## src/sv/bqis_pkg.sv

```systemverilog
// shared types, codes and the encoder decode table of the input scanner
package bqis_pkg;

  localparam int SCAN_MAX = 8;
  localparam int HOLD_W   = 16;

  // result action codes
  localparam logic [2:0] ACT_CLICK      = 3'd0;
  localparam logic [2:0] ACT_LONG_DOWN  = 3'd1;
  localparam logic [2:0] ACT_LONG_UP    = 3'd2;
  localparam logic [2:0] ACT_TURN_RIGHT = 3'd3;
  localparam logic [2:0] ACT_TURN_LEFT  = 3'd4;

  localparam logic [3:0] SRC_ENCODER = 4'd8;

  // configuration register indexes
  localparam logic [2:0] REG_BTN_DIV = 3'd0;
  localparam logic [2:0] REG_ENC_DIV = 3'd1;
  localparam logic [2:0] REG_REP_DIV = 3'd2;
  localparam logic [2:0] REG_LONG    = 3'd3;
  localparam logic [2:0] REG_LONG_EN = 3'd4;

  typedef struct packed {
    logic [6:0] step_count;
    logic [2:0] action;
    logic [3:0] source;
  } bqis_res_t;

  // per-button word kept in memory
  typedef struct packed {
    logic              prev_level;
    logic [HOLD_W-1:0] hold;
  } bqis_btn_t;

  // half-step decode: history in, signed step out
  function automatic logic signed [1:0] half_step(input logic [3:0] hist);
    logic signed [1:0] d;
    case (hist)
      4'd2, 4'd13: d = -2'sd1;
      4'd7, 4'd8:  d = 2'sd1;
      default:     d = 2'sd0;
    endcase
    return d;
  endfunction

endpackage

```

## src/sv/bqis_ram.sv

```systemverilog
// generic single-write, single-read synchronous ram with registered read data
module bqis_ram #(
  parameter int WIDTH = 17,
  parameter int DEPTH = 8
) (
  input  logic                                    clk,
  input  logic                                    we,
  input  logic [(DEPTH > 1 ? $clog2(DEPTH) : 1)-1:0] waddr,
  input  logic [WIDTH-1:0]                        wdata,
  input  logic                                    re,
  input  logic [(DEPTH > 1 ? $clog2(DEPTH) : 1)-1:0] raddr,
  output logic [WIDTH-1:0]                        rdata
);

  logic [WIDTH-1:0] mem [DEPTH];
  logic [WIDTH-1:0] rdata_r;

  always_ff @(posedge clk) begin
    if (we) begin
      mem[waddr] <= wdata;
    end
    if (re) begin
      rdata_r <= mem[raddr];
    end
  end

  assign rdata = rdata_r;

endmodule

```

## src/sv/button_and_quadrature_input_scanner.sv

```systemverilog
// button and quadrature encoder scanner: top level
//
// in channel: one beat per tick, carrying the active-low button levels and
// the encoder phases. out channel: button events (short click, long down,
// long up) in button order, then at most one encoder report with direction
// and step count; tlast marks the final beat caused by a tick. a tick that
// causes nothing gives no beat.
// cfg: apb-style register port, to be written only while the block is idle;
// the block itself does not enforce this. each accepted beat walks the
// per-button memory, when buttons are sampled, one entry a cycle unless the
// result side stalls (one read port, one write port, registered read data),
// then updates the encoder and the report. in_tready is high only between
// ticks.
// results pass through a pending register and an output register, so a
// stalled receiver holds the scan only when both are full.
// reset: dividers and counters to their defaults, all buttons released,
// encoder history 3, accumulator cleared; per-button valid bits make the
// memory read as released until an entry is written.
module button_and_quadrature_input_scanner
  import bqis_pkg::*;
#(
  parameter int BUTTONS = 8
) (
  input  logic        clk,
  input  logic        rst_n,
  // in_tdata: [7:0] button_levels, [8] phase_a, [9] phase_b
  input  logic        in_tvalid,
  output logic        in_tready,
  input  logic [15:0] in_tdata,
  // out_tdata: [3:0] source, [6:4] action, [13:7] step_count
  output logic        out_tvalid,
  input  logic        out_tready,
  output logic [15:0] out_tdata,
  output logic        out_tlast,
  input  logic        cfg_psel,
  input  logic        cfg_penable,
  input  logic        cfg_pwrite,
  input  logic [4:0]  cfg_paddr,
  input  logic [31:0] cfg_pwdata,
  output logic [31:0] cfg_prdata,
  output logic        cfg_pready
);

  localparam int SCAN  = BUTTONS < SCAN_MAX ? BUTTONS : SCAN_MAX;
  localparam int IDX_W = SCAN > 1 ? $clog2(SCAN) : 1;
  localparam int WORD_W = $bits(bqis_btn_t);

  localparam logic [2:0] ST_IDLE = 3'd0;
  localparam logic [2:0] ST_BTN  = 3'd1;
  localparam logic [2:0] ST_ENC  = 3'd2;
  localparam logic [2:0] ST_REP  = 3'd3;
  localparam logic [2:0] ST_FIN  = 3'd4;

  // configuration
  logic [15:0] btn_div_r, enc_div_r, rep_div_r, long_r;
  logic [7:0]  long_en_r;
  logic        cfg_wr;
  logic [2:0]  cfg_idx;

  // control and datapath state
  logic [2:0]        state_r, state_nxt;
  logic [IDX_W-1:0]  idx_r, idx_nxt;
  logic [SCAN-1:0]   vld_r, vld_nxt;
  logic [7:0]        levels_r, levels_nxt;
  logic              pha_r, pha_nxt, phb_r, phb_nxt;
  logic              enc_fire_r, enc_fire_nxt, rep_fire_r, rep_fire_nxt;
  logic [15:0]       btn_cnt_r, btn_cnt_nxt, enc_cnt_r, enc_cnt_nxt;
  logic [15:0]       rep_cnt_r, rep_cnt_nxt;
  logic [3:0]        hist_r, hist_nxt;
  logic signed [7:0] acc_r, acc_nxt;
  logic              pend_v_r, pend_v_nxt;
  bqis_res_t         pend_r, pend_nxt;
  logic              out_v_r, out_v_nxt, out_last_r, out_last_nxt;
  bqis_res_t         out_r, out_nxt;

  // memory port
  logic             ram_we, ram_re;
  logic [IDX_W-1:0] ram_raddr;
  bqis_btn_t        ram_wdata, ram_rdata;

  // per-button compute
  logic        cur_prev, cur_en, cur_level;
  logic [15:0] cur_hold;
  logic        btn_emit;
  bqis_res_t   btn_res;
  bqis_btn_t   btn_new;

  // encoder
  logic [3:0]        hist_new;
  logic signed [8:0] acc_sum;
  logic signed [7:0] acc_sat, acc_neg;
  logic              rep_emit;
  bqis_res_t         rep_res;

  logic      accept, produce, stall, out_free;
  bqis_res_t prod_res;
  logic      btn_hit, enc_hit, rep_hit;
  logic [15:0] btn_inc, enc_inc, rep_inc;

  assign cfg_pready = 1'b1;
  assign cfg_idx    = cfg_paddr[4:2];
  assign cfg_wr     = cfg_psel & cfg_penable & cfg_pwrite & cfg_pready;

  always_ff @(posedge clk) begin
    if (!rst_n) begin
      btn_div_r <= 16'd1;
      enc_div_r <= 16'd1;
      rep_div_r <= 16'd10;
      long_r    <= 16'd50;
      long_en_r <= 8'hFF;
    end else if (cfg_wr) begin
      unique case (cfg_idx)
        REG_BTN_DIV: btn_div_r <= cfg_pwdata[15:0];
        REG_ENC_DIV: enc_div_r <= cfg_pwdata[15:0];
        REG_REP_DIV: rep_div_r <= cfg_pwdata[15:0];
        REG_LONG:    long_r    <= cfg_pwdata[15:0];
        REG_LONG_EN: long_en_r <= cfg_pwdata[7:0];
        default: ;
      endcase
    end
  end

  always_comb begin
    unique case (cfg_idx)
      REG_BTN_DIV: cfg_prdata = {16'd0, btn_div_r};
      REG_ENC_DIV: cfg_prdata = {16'd0, enc_div_r};
      REG_REP_DIV: cfg_prdata = {16'd0, rep_div_r};
      REG_LONG:    cfg_prdata = {16'd0, long_r};
      REG_LONG_EN: cfg_prdata = {24'd0, long_en_r};
      default:     cfg_prdata = 32'd0;
    endcase
  end

  bqis_ram #(
    .WIDTH (WORD_W),
    .DEPTH (SCAN)
  ) u_btn_ram (
    .clk   (clk),
    .we    (ram_we),
    .waddr (idx_r),
    .wdata (ram_wdata),
    .re    (ram_re),
    .raddr (ram_raddr),
    .rdata (ram_rdata)
  );

  // divider counters wrap modulo 2^16 and fire on a match
  assign btn_inc = btn_cnt_r + 16'd1;
  assign enc_inc = enc_cnt_r + 16'd1;
  assign rep_inc = rep_cnt_r + 16'd1;
  assign btn_hit = btn_inc == btn_div_r;
  assign enc_hit = enc_inc == enc_div_r;
  assign rep_hit = rep_inc == rep_div_r;

  // entries never written read as released with a zero hold count
  assign cur_prev  = vld_r[idx_r] ? ram_rdata.prev_level : 1'b1;
  assign cur_hold  = vld_r[idx_r] ? ram_rdata.hold : 16'd0;
  assign cur_en    = long_en_r[idx_r];
  assign cur_level = levels_r[idx_r];

  always_comb begin
    btn_emit           = 1'b0;
    btn_res.source     = 4'(idx_r);
    btn_res.action     = ACT_CLICK;
    btn_res.step_count = 7'd1;
    btn_new.prev_level = cur_level;
    btn_new.hold       = cur_hold;
    if (!cur_level) begin
      if (cur_hold == long_r && cur_hold != 16'hFFFF && cur_en) begin
        btn_emit       = 1'b1;
        btn_res.action = ACT_LONG_DOWN;
      end
      if (cur_hold != 16'hFFFF) begin
        btn_new.hold = cur_hold + 16'd1;
      end
    end else if (!cur_prev) begin
      if (cur_hold > long_r) begin
        btn_emit       = cur_en;
        btn_res.action = ACT_LONG_UP;
      end else begin
        btn_emit       = 1'b1;
        btn_res.action = ACT_CLICK;
      end
      btn_new.hold = 16'd0;
    end
  end

  assign hist_new = {hist_r[1:0], pha_r, phb_r};
  assign acc_sum  = 9'(acc_r) + 9'(half_step(hist_new));

  always_comb begin
    if (acc_sum > 9'sd127) begin
      acc_sat = 8'sd127;
    end else if (acc_sum < -9'sd127) begin
      acc_sat = -8'sd127;
    end else begin
      acc_sat = acc_sum[7:0];
    end
  end

  assign acc_neg            = -acc_r;
  assign rep_emit           = rep_fire_r && acc_r != 8'sd0;
  assign rep_res.source     = SRC_ENCODER;
  assign rep_res.action     = acc_r > 8'sd0 ? ACT_TURN_RIGHT : ACT_TURN_LEFT;
  assign rep_res.step_count = acc_r > 8'sd0 ? acc_r[6:0] : acc_neg[6:0];

  assign in_tready = state_r == ST_IDLE;
  assign accept    = in_tvalid & in_tready;
  assign out_free  = !out_v_r || out_tready;
  assign produce   = (state_r == ST_BTN && btn_emit) || (state_r == ST_REP && rep_emit);
  assign prod_res  = state_r == ST_BTN ? btn_res : rep_res;
  // a new result needs the pending slot, which needs the output register
  assign stall     = produce && pend_v_r && !out_free;

  always_comb begin
    state_nxt    = state_r;
    idx_nxt      = idx_r;
    vld_nxt      = vld_r;
    levels_nxt   = levels_r;
    pha_nxt      = pha_r;
    phb_nxt      = phb_r;
    enc_fire_nxt = enc_fire_r;
    rep_fire_nxt = rep_fire_r;
    btn_cnt_nxt  = btn_cnt_r;
    enc_cnt_nxt  = enc_cnt_r;
    rep_cnt_nxt  = rep_cnt_r;
    hist_nxt     = hist_r;
    acc_nxt      = acc_r;
    pend_v_nxt   = pend_v_r;
    pend_nxt     = pend_r;
    out_v_nxt    = out_v_r && !out_tready;
    out_nxt      = out_r;
    out_last_nxt = out_last_r;
    ram_we       = 1'b0;
    ram_re       = 1'b0;
    ram_raddr    = '0;
    ram_wdata    = btn_new;

    unique case (state_r)
      ST_IDLE: begin
        if (accept) begin
          levels_nxt   = in_tdata[7:0];
          pha_nxt      = in_tdata[8];
          phb_nxt      = in_tdata[9];
          btn_cnt_nxt  = btn_hit ? 16'd0 : btn_inc;
          enc_cnt_nxt  = enc_hit ? 16'd0 : enc_inc;
          rep_cnt_nxt  = rep_hit ? 16'd0 : rep_inc;
          enc_fire_nxt = enc_hit;
          rep_fire_nxt = rep_hit;
          if (btn_hit) begin
            ram_re    = 1'b1;
            idx_nxt   = '0;
            state_nxt = ST_BTN;
          end else begin
            state_nxt = ST_ENC;
          end
        end
      end
      ST_BTN: begin
        if (!stall) begin
          ram_we         = 1'b1;
          vld_nxt[idx_r] = 1'b1;
          if (idx_r == IDX_W'(SCAN - 1)) begin
            state_nxt = ST_ENC;
          end else begin
            // fetch the next entry while this one is written back
            ram_re    = 1'b1;
            ram_raddr = idx_r + 1'b1;
            idx_nxt   = idx_r + 1'b1;
          end
        end
      end
      ST_ENC: begin
        if (enc_fire_r) begin
          hist_nxt = hist_new;
          acc_nxt  = acc_sat;
        end
        state_nxt = ST_REP;
      end
      ST_REP: begin
        if (!stall) begin
          if (rep_fire_r) begin
            acc_nxt = 8'sd0;
          end
          state_nxt = ST_FIN;
        end
      end
      ST_FIN: begin
        if (!pend_v_r) begin
          state_nxt = ST_IDLE;
        end else if (out_free) begin
          out_v_nxt    = 1'b1;
          out_nxt      = pend_r;
          out_last_nxt = 1'b1;
          pend_v_nxt   = 1'b0;
          state_nxt    = ST_IDLE;
        end
      end
      default: state_nxt = ST_IDLE;
    endcase

    // last is known only once the next result shows up or the tick ends
    if (produce && !stall) begin
      if (pend_v_r) begin
        out_v_nxt    = 1'b1;
        out_nxt      = pend_r;
        out_last_nxt = 1'b0;
      end
      pend_v_nxt = 1'b1;
      pend_nxt   = prod_res;
    end
  end

  always_ff @(posedge clk) begin
    if (!rst_n) begin
      state_r    <= ST_IDLE;
      idx_r      <= '0;
      vld_r      <= '0;
      enc_fire_r <= 1'b0;
      rep_fire_r <= 1'b0;
      btn_cnt_r  <= 16'd0;
      enc_cnt_r  <= 16'd0;
      rep_cnt_r  <= 16'd0;
      hist_r     <= 4'd3;
      acc_r      <= 8'sd0;
      pend_v_r   <= 1'b0;
      out_v_r    <= 1'b0;
    end else begin
      state_r    <= state_nxt;
      idx_r      <= idx_nxt;
      vld_r      <= vld_nxt;
      enc_fire_r <= enc_fire_nxt;
      rep_fire_r <= rep_fire_nxt;
      btn_cnt_r  <= btn_cnt_nxt;
      enc_cnt_r  <= enc_cnt_nxt;
      rep_cnt_r  <= rep_cnt_nxt;
      hist_r     <= hist_nxt;
      acc_r      <= acc_nxt;
      pend_v_r   <= pend_v_nxt;
      out_v_r    <= out_v_nxt;
    end
  end

  always_ff @(posedge clk) begin
    levels_r   <= levels_nxt;
    pha_r      <= pha_nxt;
    phb_r      <= phb_nxt;
    pend_r     <= pend_nxt;
    out_r      <= out_nxt;
    out_last_r <= out_last_nxt;
  end

  assign out_tvalid = out_v_r;
  assign out_tdata  = {2'b00, out_r};
  assign out_tlast  = out_last_r;

`ifndef SYNTHESIS
  // between ticks nothing may be left in the pending slot
  a_idle_no_pending: assert property (@(posedge clk) disable iff (!rst_n)
    state_r == ST_IDLE |-> !pend_v_r)
    else $error("pending result left over at tick boundary");

  // a stalled scan step keeps its entry and index
  a_stall_holds_scan: assert property (@(posedge clk) disable iff (!rst_n)
    state_r == ST_BTN && stall |=> state_r == ST_BTN && $stable(idx_r))
    else $error("button scan advanced during a stall");

  // the accumulator saturates symmetrically
  a_acc_range: assert property (@(posedge clk) disable iff (!rst_n)
    acc_r != -8'sd128)
    else $error("encoder accumulator out of range");

  // encoder reports always carry at least one step
  a_enc_nonzero: assert property (@(posedge clk) disable iff (!rst_n)
    out_v_r && out_r.source == SRC_ENCODER |-> out_r.step_count != 7'd0)
    else $error("empty encoder report");
`endif

endmodule
```

## config.mk

```make
export PLATFORM = sky130hd
export DESIGN_NAME = button_and_quadrature_input_scanner
export DESIGN_NICKNAME = d
export VERILOG_FILES = /design/src/sv/bqis_pkg.sv /design/src/sv/bqis_ram.sv /design/src/sv/button_and_quadrature_input_scanner.sv
export SDC_FILE = /design/constraint.sdc
export NUM_CORES = 1
export LEC_CHECK = 0
export BUFFER_PORTS_ARGS = -buffer_cell sky130_fd_sc_hd__buf_2
export CORE_AREA = 2 2 201 203
export CTS_BUF_LIST = sky130_fd_sc_hd__clkbuf_16
export CTS_CLUSTER_SIZE = 28
export DETAILED_ROUTE_END_ITERATION = 10
export DIE_AREA = 0 0 203 205
export GPL_ROUTABILITY_DRIVEN = 0
export MAX_ROUTING_LAYER = met4
export SYNTH_ARGS = -nofsm -noshare
export SYNTH_HDL_FRONTEND = slang
export SYNTH_SLANG_ARGS = --single-unit
export TNS_END_PERCENT = 5
```

## constraint.sdc

```tcl
create_clock -name clk -period 4.7 [get_ports clk]
set_input_delay 0.235 -clock clk [delete_from_list [all_inputs] [get_ports clk]]
set_output_delay 0.235 -clock clk [all_outputs]
set_load 0.01 [all_outputs]
```

==> results of run 1 <==
what timing repair did:
item	CTS	global route
gates resized for setup	1	5
hold buffers	23	0
buffers inserted	0	2
pin swaps	0	2
setup endpoints to repair	1	161
endpoints found under the hold margin	50	0
worst paths after layout:
check           startpoint                  to  slack (ns)  cells after the start
max               idx_r[0]  u_btn_ram.rdata[6]        0.25                     15
min reg2reg       vld_r[0]            vld_r[0]        0.46                      2
max reg2reg       idx_r[0]  u_btn_ram.rdata[6]        0.25                     15
min          cfg_pwdata[1]        btn_div_r[1]        0.03                      3
flip-flops by register name, indices dropped and copies added, names as in the netlist, 14 cells and up, named ones only:
name / count
u_btn_ram.rdata: 17
u_btn_ram.mem: 136
btn_cnt_r: 16
pend_r: 14
rep_div_r: 16
rep_cnt_r: 16
btn_div_r: 16
enc_cnt_r: 16
long_r: 16
enc_div_r: 16
where the power goes:
group / internal (mW) / total, mW / switching [mW]
Sequential: 3.60 / 3.84 / 0.242
Combinational: 0.988 / 2.76 / 1.77
Clock: 1.62 / 2.81 / 1.19
critical path, cell delays in order, from the launching register on:
cell	delay (ns)
dfxtp_2	0.43
mux2i_1	0.14
a22oi_4	0.39
and2_1	0.26
nand2_1	0.10
inv_1	0.10
ha_1	0.23
nand4_1	0.19
o41a_1	0.36
and4_1	0.20
o211ai_1	0.40
o311ai_4	0.28
a311o_2	0.46
buf_4	0.19
a221oi_2	0.32
a211oi_1	0.10
cells in the mapped netlist, types with 8 or more instances:
master,instances,share of area
buf_2,12,0.0034
o31ai_1,9,0.0038
mux4_2,11,0.014
nor2b_1,40,0.014
nand2b_1,14,0.0050
xnor2_1,55,0.027
edfxtp_1,192,0.33
o22ai_1,12,0.0043
a221oi_2,10,0.0085
a211o_1,19,0.0095
and3_1,29,0.010
a21oi_1,120,0.034
mux2i_1,61,0.035
and4_1,11,0.0055
inv_1,41,0.0087
nand4_1,25,0.0089
nor2_1,88,0.019
o21ai_0,65,0.018
dfxtp_1,148,0.17
and2_1,30,0.011
a211oi_1,20,0.0085
or2_2,8,0.0028
or3_1,18,0.0064
ha_1,30,0.021
nand3_1,67,0.019
a21o_1,10,0.0043
nand2_1,269,0.057
buf_4,23,0.0098
o2111a_1,18,0.012
o211ai_1,13,0.0055
nor3_1,31,0.0088
xor2_1,27,0.013
nor4_1,15,0.0053
clkbuf_1,87,0.019
o2bb2ai_1,9,0.0045
nor3b_1,18,0.0077
area by class of cell:
| cell class | instances | area, sq um | area share |
|---|---|---|---|
| inverter | 43 | 163 | 0.00820 |
| multi-input combinational | 1267 | 8220 | 0.414 |
| sequential | 340 | 8730 | 0.440 |
| timing repair buffer | 131 | 896 | 0.0451 |
| clock inverter | 28 | 151 | 0.00763 |
| tap | 525 | 657 | 0.0331 |
| clock buffer | 41 | 1030 | 0.0517 |
per-stage QoR:
step / util / instance area (sq um) / instances / power [mW]
2_1_floorplan: - / 17700 / 1782 / 5.72
5_1_grt: 0.504 / 19800 / 2375 / 9.86
4_1_cts: 0.503 / 19800 / 2373 / 9.43
3_5_place_dp: 0.467 / 18400 / 2281 / 6.59
3_3_place_gp: 0.467 / 18400 / 2281 / 6.54
6_report: 0.504 / 19800 / 2375 / 9.41
per-layer routing:
layer / track usage / routed length [um] / up-vias
met4: 0.0691 / 1080 / 0
met5: - / 0 / -
met1: 0.318 / 21400 / 6581
met3: 0.0278 / 2850 / 82
li1: - / - / 6537
met2: 0.362 / 21800 / 430
logic make-up (layout without fill, tap and decap cells):
group | Yosys count | after routing | share of synthesized area
AOI/OAI and AO/OA | 371 | 371 | 0.150
xor gates and xnor gates | 84 | 84 | 0.0434
adders and majority gates | 31 | 31 | 0.0225
buffers and inverters | 175 | 243 | 0.0448
DFF | 340 | 340 | 0.496
muxes | 76 | 76 | 0.0513
other | 2 | 19 | 0.000427
and+or+nand+nor | 686 | 686 | 0.192
==> tab_implementation.tex, run 1 <==
\begin{tabular}{lr}
\hline
Metric & Value \\
\hline
\multicolumn{2}{l}{\textbf{Synthesis}} \\
\quad Proportion of synthesized flip-flops having asynchronous set or reset & 0 \\
\quad Avg Synthesized Cell Area & 9.97 sq um \\
\quad YS warnings & 0 \\
\quad Library cells used by synthesis & 83 \\
\quad Number of cells produced by synthesis & 1765 \\
\quad Register bit count reported by yosys & 340 \\
\quad Sequential-to-total area share from yosys stat & 0.496 \\
\quad Number of enable-type register cells in the synthesized netlist & 192 \\
\quad Syn Std Cell Area & 17600 sq um \\
\quad Prevailing post-synth register cell & edfxtp\_1 \\
\multicolumn{2}{l}{\textbf{Timing}} \\
\quad TNS Setup & 0 ns \\
\quad Final period utilization & 0.947 \\
\quad Post-layout min period & 4.45 ns \\
\quad Rel. slew slack & 0.240 \\
\quad Worst hold margin & 0.0337 ns \\
\quad Setup skew after layout & 0.0120 ns \\
\quad Final number of hold-violating endpoints & 0 \\
\quad Fin. max-slew vios & 0 \\
\quad Setup violations, final & 0 \\
\quad Slack of the critical path & 0.248 ns \\
\quad Transition at the pin with the smallest max-transition slack & 1.14 ns \\
\quad Top achievable clock speed & 225 MHz \\
\multicolumn{2}{l}{\textbf{Routing}} \\
\quad First-pass iteration count of the detailed router & 6 \\
\quad Average routed wire per standard cell & 19.8 um \\
\quad Vias after detailed routing & 13600 \\
\quad Drt initial violations & 1161 \\
\quad Post-DRT Antenna Nets & 0 \\
\quad Number of design rule violations left after detail routing & 0 \\
\quad Detailed-route wire length & 47100 um \\
\quad Ratio of routed vias to standard cells & 5.74 \\
\multicolumn{2}{l}{\textbf{Setup path}} \\
\quad Type of element capturing the critical path & register \\
\quad Arrival time at the worst endpoint & 4.71 ns \\
\quad Sort of element at the start of the critical path & register \\
\quad Required time at the endpoint of the critical path & 4.96 ns \\
\quad Worst Path Max Fanout & 14 \\
\quad Crit Path Category & reg -> reg \\
\multicolumn{2}{l}{\textbf{Cells and area}} \\
\quad Leading cell type in the layout, fill and taps excluded & nand2\_1 \\
\quad Share of layout cells above drive strength 1 & 0.118 \\
\quad Growth of design area from synthesis to finish & 12.7\% \\
\quad Fill cell instance count of the final layout & 3553 \\
\quad Diodes inserted & 0 \\
\quad Commonest cells after routing, fill and taps aside & nand2\_1, edfxtp\_1, dfxtp\_1 \\
\quad Nets & 1913 \\
\multicolumn{2}{l}{\textbf{Place}} \\
\quad Half-perimeter wire length after detailed placement & 31400 um \\
\quad Port Buffers & 68 \\
\quad Post-Place Worst Slack & 0.0814 ns \\
\multicolumn{2}{l}{\textbf{Global routing}} \\
\quad Antenna violations before repair & 0 \\
\quad Overall overflow remaining after global route & 0 \\
\quad Global routing usage summed across all routing layers & 0.232 \\
\quad Vias in the first global route & 13000 \\
\quad Global-route wire length before repair & 73500 um \\
\quad Maximum number of pins on one net before global-route repair & 83 \\
\multicolumn{2}{l}{\textbf{Floorplanning}} \\
\quad Starting utilization of the core area & 0.447 \\
\quad Placeable Area & 39400 sq um \\
\quad Row count & 73 \\
\quad Die span in x & 203 um \\
\quad Number of placed I/O pins & 112 \\
\quad Die area & 41600 sq um \\
\quad Die span in y & 205 um \\
\multicolumn{2}{l}{\textbf{Clock network}} \\
\quad Number of sinks handled by clock tree synthesis & 340 \\
\quad \# H-tree levels & 2 \\
\quad CTS Buf Count & 39 \\
\quad Clock tree from TritonCTS & built \\
\quad Latest clock arrival within the worst-skew pair & 0.55 ns \\
\quad Root Buffer Master & clkbuf\_16 \\
\quad Clock-pin slew of the registers on the worst-case setup and hold paths & 0.06 ns \\
\quad Max clock buf depth & 3 \\
\multicolumn{2}{l}{\textbf{Run status}} \\
\quad Outcome & finished, final reports clean \\
\multicolumn{2}{l}{\textbf{Hold path}} \\
\quad Hold crit path type & in -> reg \\
\multicolumn{2}{l}{\textbf{Power and ir drop}} \\
\quad LEAKAGE & 7.19 nW \\
\quad Max rail drop VDD & 0.236 mV \\
\quad Power density over cell area & 474 nW/um\^{}2 \\
\multicolumn{2}{l}{\textbf{Job}} \\
\quad Count of max-cap constraint violations & 0 \\
\hline
\end{tabular}
(Power assumes the default switching activity.)
==> run 2, diff against run 1 <==
--- a/config.mk
+++ b/config.mk
@@ -16,4 +16,4 @@
 export SYNTH_ARGS = -nofsm -noshare
 export SYNTH_HDL_FRONTEND = slang
 export SYNTH_SLANG_ARGS = --single-unit
-export TNS_END_PERCENT = 5
+export TNS_END_PERCENT = 20
==> constraint.sdc (replaced) <==
create_clock -name clk -period 4.2 [get_ports clk]
set_input_delay 0.21 -clock clk [delete_from_list [all_inputs] [get_ports clk]]
set_output_delay 0.21 -clock clk [all_outputs]
set_load 0.01 [all_outputs]
==> tab_implementation.tex, run 2 (synthesis gave the netlist of run 1 again) <==
\begin{tabular}{lr}
\hline
Metric & Value \\
\hline
\multicolumn{2}{l}{\textbf{Run status}} \\
\quad Outcome & finished, final reports clean \\
\multicolumn{2}{l}{\textbf{Floorplanning}} \\
\quad Die span in y & 205 um (unchanged) \\
\quad Starting utilization of the core area & 0.447 (unchanged) \\
\quad Number of placed I/O pins & 112 (unchanged) \\
\quad Row count & 73 (unchanged) \\
\quad Placeable Area & 39400 sq um (unchanged) \\
\quad Die area & 41600 sq um (unchanged) \\
\quad Die span in x & 203 um (unchanged) \\
\multicolumn{2}{l}{\textbf{Routing}} \\
\quad Drt initial violations & 1158 (-0.26\%) \\
\quad Average routed wire per standard cell & 19.5 um (-1.7\%) \\
\quad Ratio of routed vias to standard cells & 5.71 (-0.49\%) \\
\quad Detailed-route wire length & 46800 um (-0.53\%) \\
\quad Number of design rule violations left after detail routing & 0 (unchanged) \\
\quad First-pass iteration count of the detailed router & 7 (+1) \\
\quad Post-DRT Antenna Nets & 0 (unchanged) \\
\quad Vias after detailed routing & 13700 (+0.73\%) \\
\multicolumn{2}{l}{\textbf{Setup path}} \\
\quad Type of element capturing the critical path & register \\
\quad Required time at the endpoint of the critical path & 4.46 ns (-0.50 ns) \\
\quad Crit Path Category & reg -> reg \\
\quad Capturing instance or port of the critical path & u\_btn\_ram.rdata[2] \\
\quad Worst R2R End & u\_btn\_ram.rdata[2] \\
\quad Source of the worst register-to-register timing path & idx\_r[0] \\
\quad Worst reg2reg path depth & 15 (unchanged) \\
\quad Sort of element at the start of the critical path & register \\
\quad Worst Path Max Fanout & 17 (+3) \\
\quad Flop-to-flop setup slack & 0.07 ns (-0.18 ns) \\
\quad Arrival time at the worst endpoint & 4.40 ns (-0.31 ns) \\
\quad Critical Path Source & idx\_r[0] \\
\multicolumn{2}{l}{\textbf{Clock network}} \\
\quad \# H-tree levels & 2 (unchanged) \\
\quad Clock-pin slew of the registers on the worst-case setup and hold paths & 0.06 ns (about the same) \\
\quad Number of sinks handled by clock tree synthesis & 340 (unchanged) \\
\quad Max clock buf depth & 3 (unchanged) \\
\quad Latest clock arrival within the worst-skew pair & 0.54 ns (about the same) \\
\quad Clock tree from TritonCTS & built \\
\quad CTS Buf Count & 38 (-2.6\%) \\
\quad Root Buffer Master & clkbuf\_16 \\
\multicolumn{2}{l}{\textbf{Power and ir drop}} \\
\quad Power share of the combinational group & 0.298 (+0.005) \\
\quad Power density over cell area & 530 nW/um\^{}2 (+12\%) \\
\quad Sw Ratio & 0.333 (-0.00761) \\
\quad Relative contribution of the clock network to total power & 0.303 (+0.004) \\
\quad LEAKAGE & 7.38 nW (+2.6\%) \\
\quad Total internal power & 7.19 mW (+16\%) \\
\quad Max rail drop VDD & 0.284 mV (+20\%) \\
\quad Relative contribution of sequential cells to total power & 0.399 (-0.009) \\
\quad Net switching power & 3.58 mW (+12\%) \\
\multicolumn{2}{l}{\textbf{Cells and area}} \\
\quad Growth of design area from synthesis to finish & 15.4\% \\
\quad Share of layout cells above drive strength 1 & 0.137 (+0.0195) \\
\quad Nets & 1941 (+1.5\%) \\
\quad Diodes inserted & 0 (unchanged) \\
\quad Commonest cells after routing, fill and taps aside & nand2\_1, edfxtp\_1, dfxtp\_1 \\
\quad Flip-flop count of the largest register, all copies and words added & 136 (unchanged) \\
\quad Final std cells w/o fill & 2404 (+1.2\%) \\
\quad Leading cell type in the layout, fill and taps excluded & nand2\_1 \\
\quad Final standard cell area without fillers & 20300 sq um (+2.4\%) \\
\quad Register with the highest flop count & u\_btn\_ram.mem \\
\multicolumn{2}{l}{\textbf{Job}} \\
\quad Count of max-cap constraint violations & 0 (unchanged) \\
\multicolumn{2}{l}{\textbf{Timing}} \\
\quad Setup violations, final & 0 (unchanged) \\
\quad Setup skew after layout & 0.0153 ns (+0.00328 ns) \\
\quad Final number of hold-violating endpoints & 0 (unchanged) \\
\quad Top achievable clock speed & 242 MHz (+7.8\%) \\
\quad RSZ-0062 raised after global routing & true \\
\quad Post-layout min period & 4.13 ns (-0.321 ns) \\
\quad Rel. slew slack & 0.242 (+0.00225) \\
\quad Transition at the pin with the smallest max-transition slack & 1.13 ns (-0.00336 ns) \\
\quad Fin. max-slew vios & 0 (unchanged) \\
\quad Final period utilization & 0.984 (+0.0363) \\
\multicolumn{2}{l}{\textbf{Global routing}} \\
\quad Global-route wire length before repair & 73500 um (about the same) \\
\quad Antenna violations before repair & 0 (unchanged) \\
\quad Vias in the first global route & 13100 (+1.1\%) \\
\quad Global routing usage summed across all routing layers & 0.232 (-0.000253) \\
\quad Overall overflow remaining after global route & 0 (unchanged) \\
\quad Maximum number of pins on one net before global-route repair & 83 (unchanged) \\
\multicolumn{2}{l}{\textbf{Place}} \\
\quad Half-perimeter wire length after detailed placement & 31700 um (+1.1\%) \\
\quad Placement-stage cell area & 18700 sq um (+1.9\%) \\
\quad Count of placed standard cells including taps & 2306 (+1.1\%) \\
\quad Port Buffers & 68 (unchanged) \\
\multicolumn{2}{l}{\textbf{Hold path}} \\
\quad Startpoint of the most critical hold path & cfg\_pwdata[3] \\
\quad Hold crit path type & in -> reg \\
\quad Hold path depth & 3 (unchanged) \\
\hline
\end{tabular}
## run 2: area by class of cell
type	instances	area (sq um)
Fill cell	3547	19000
Sequential cell	340	8730
Multi-Input combinational cell	1267	8310
Timing Repair Buffer	160	1230
Clock buffer	41	1030
Tap cell	525	657
Clock inverter	28	196
Inverter	43	163
## run 2: per-stage QoR
stage | power [mW] | util | setup WS [ns] | setup TNS, ns | hold WS (ns)
6_report | 10.8 | 0.516 | 0.0690 | 0 | 0.0379
5_1_grt | 11.3 | 0.516 | -0.0304 | -0.0701 | 0.0219
4_1_cts | 10.8 | 0.514 | 0.0306 | 0 | 0.00484
3_5_place_dp | 7.47 | 0.476 | -0.0440 | -1.43 | 0.388
3_3_place_gp | 7.41 | 0.476 | 0.0980 | 0 | 0.393
2_1_floorplan | 6.43 | - | -0.0343 | -1.07 | 0.309
## run 2: timing repair
action / 4_1_cts / 5_1_grt
pin swaps: 0 / 3
hold endpoints to repair: 54 / 0
setup endpoints to repair: 67 / 193
setup buffers: 0 / 5
gates resized for setup: 2 / 13
hold buffers: 24 / 0
## run 2: critical path, stage by stage, from the launching register on
cell and delay [ns]:
dfxtp_4 0.44, mux2i_4 0.27, a22oi_4 0.15, buf_4 0.18
and3_1 0.18, ha_1 0.31, and4_4 0.25, nand2_1 0.05
o31a_1 0.29, o2111a_1 0.28, or3_4 0.39, buf_4 0.18
a311o_1 0.30, buf_12 0.17, a221oi_1 0.30, a211oi_1 0.09
## run 2: worst min path at each step
stage	endpoint
floorplan	levels_r[0]
global placement	levels_r[7]
detailed placement	levels_r[0]
CTS	btn_div_r[6]
global route	rep_div_r[6]
finish	btn_div_r[3]
## run 2: power by group through the flow
stage / logic [mW] / clock network [mW] / registers, mW
finish: 3.20 / 3.27 / 4.30
detailed placement: 3.13 / 0 / 4.35
global route: 3.52 / 3.45 / 4.32
global placement: 3.06 / 0 / 4.35
CTS: 3.16 / 3.32 / 4.28
floorplan: 2.22 / 0 / 4.21
## run 2: layer usage
layer / global-route usage / routed length, um / part of all wire
met5: - / 0 / 0
met2: 0.361 / 21600 / 0.46
met3: 0.0317 / 2790 / 0.059
met4: 0.0631 / 1070 / 0.023
met1: 0.318 / 21400 / 0.46
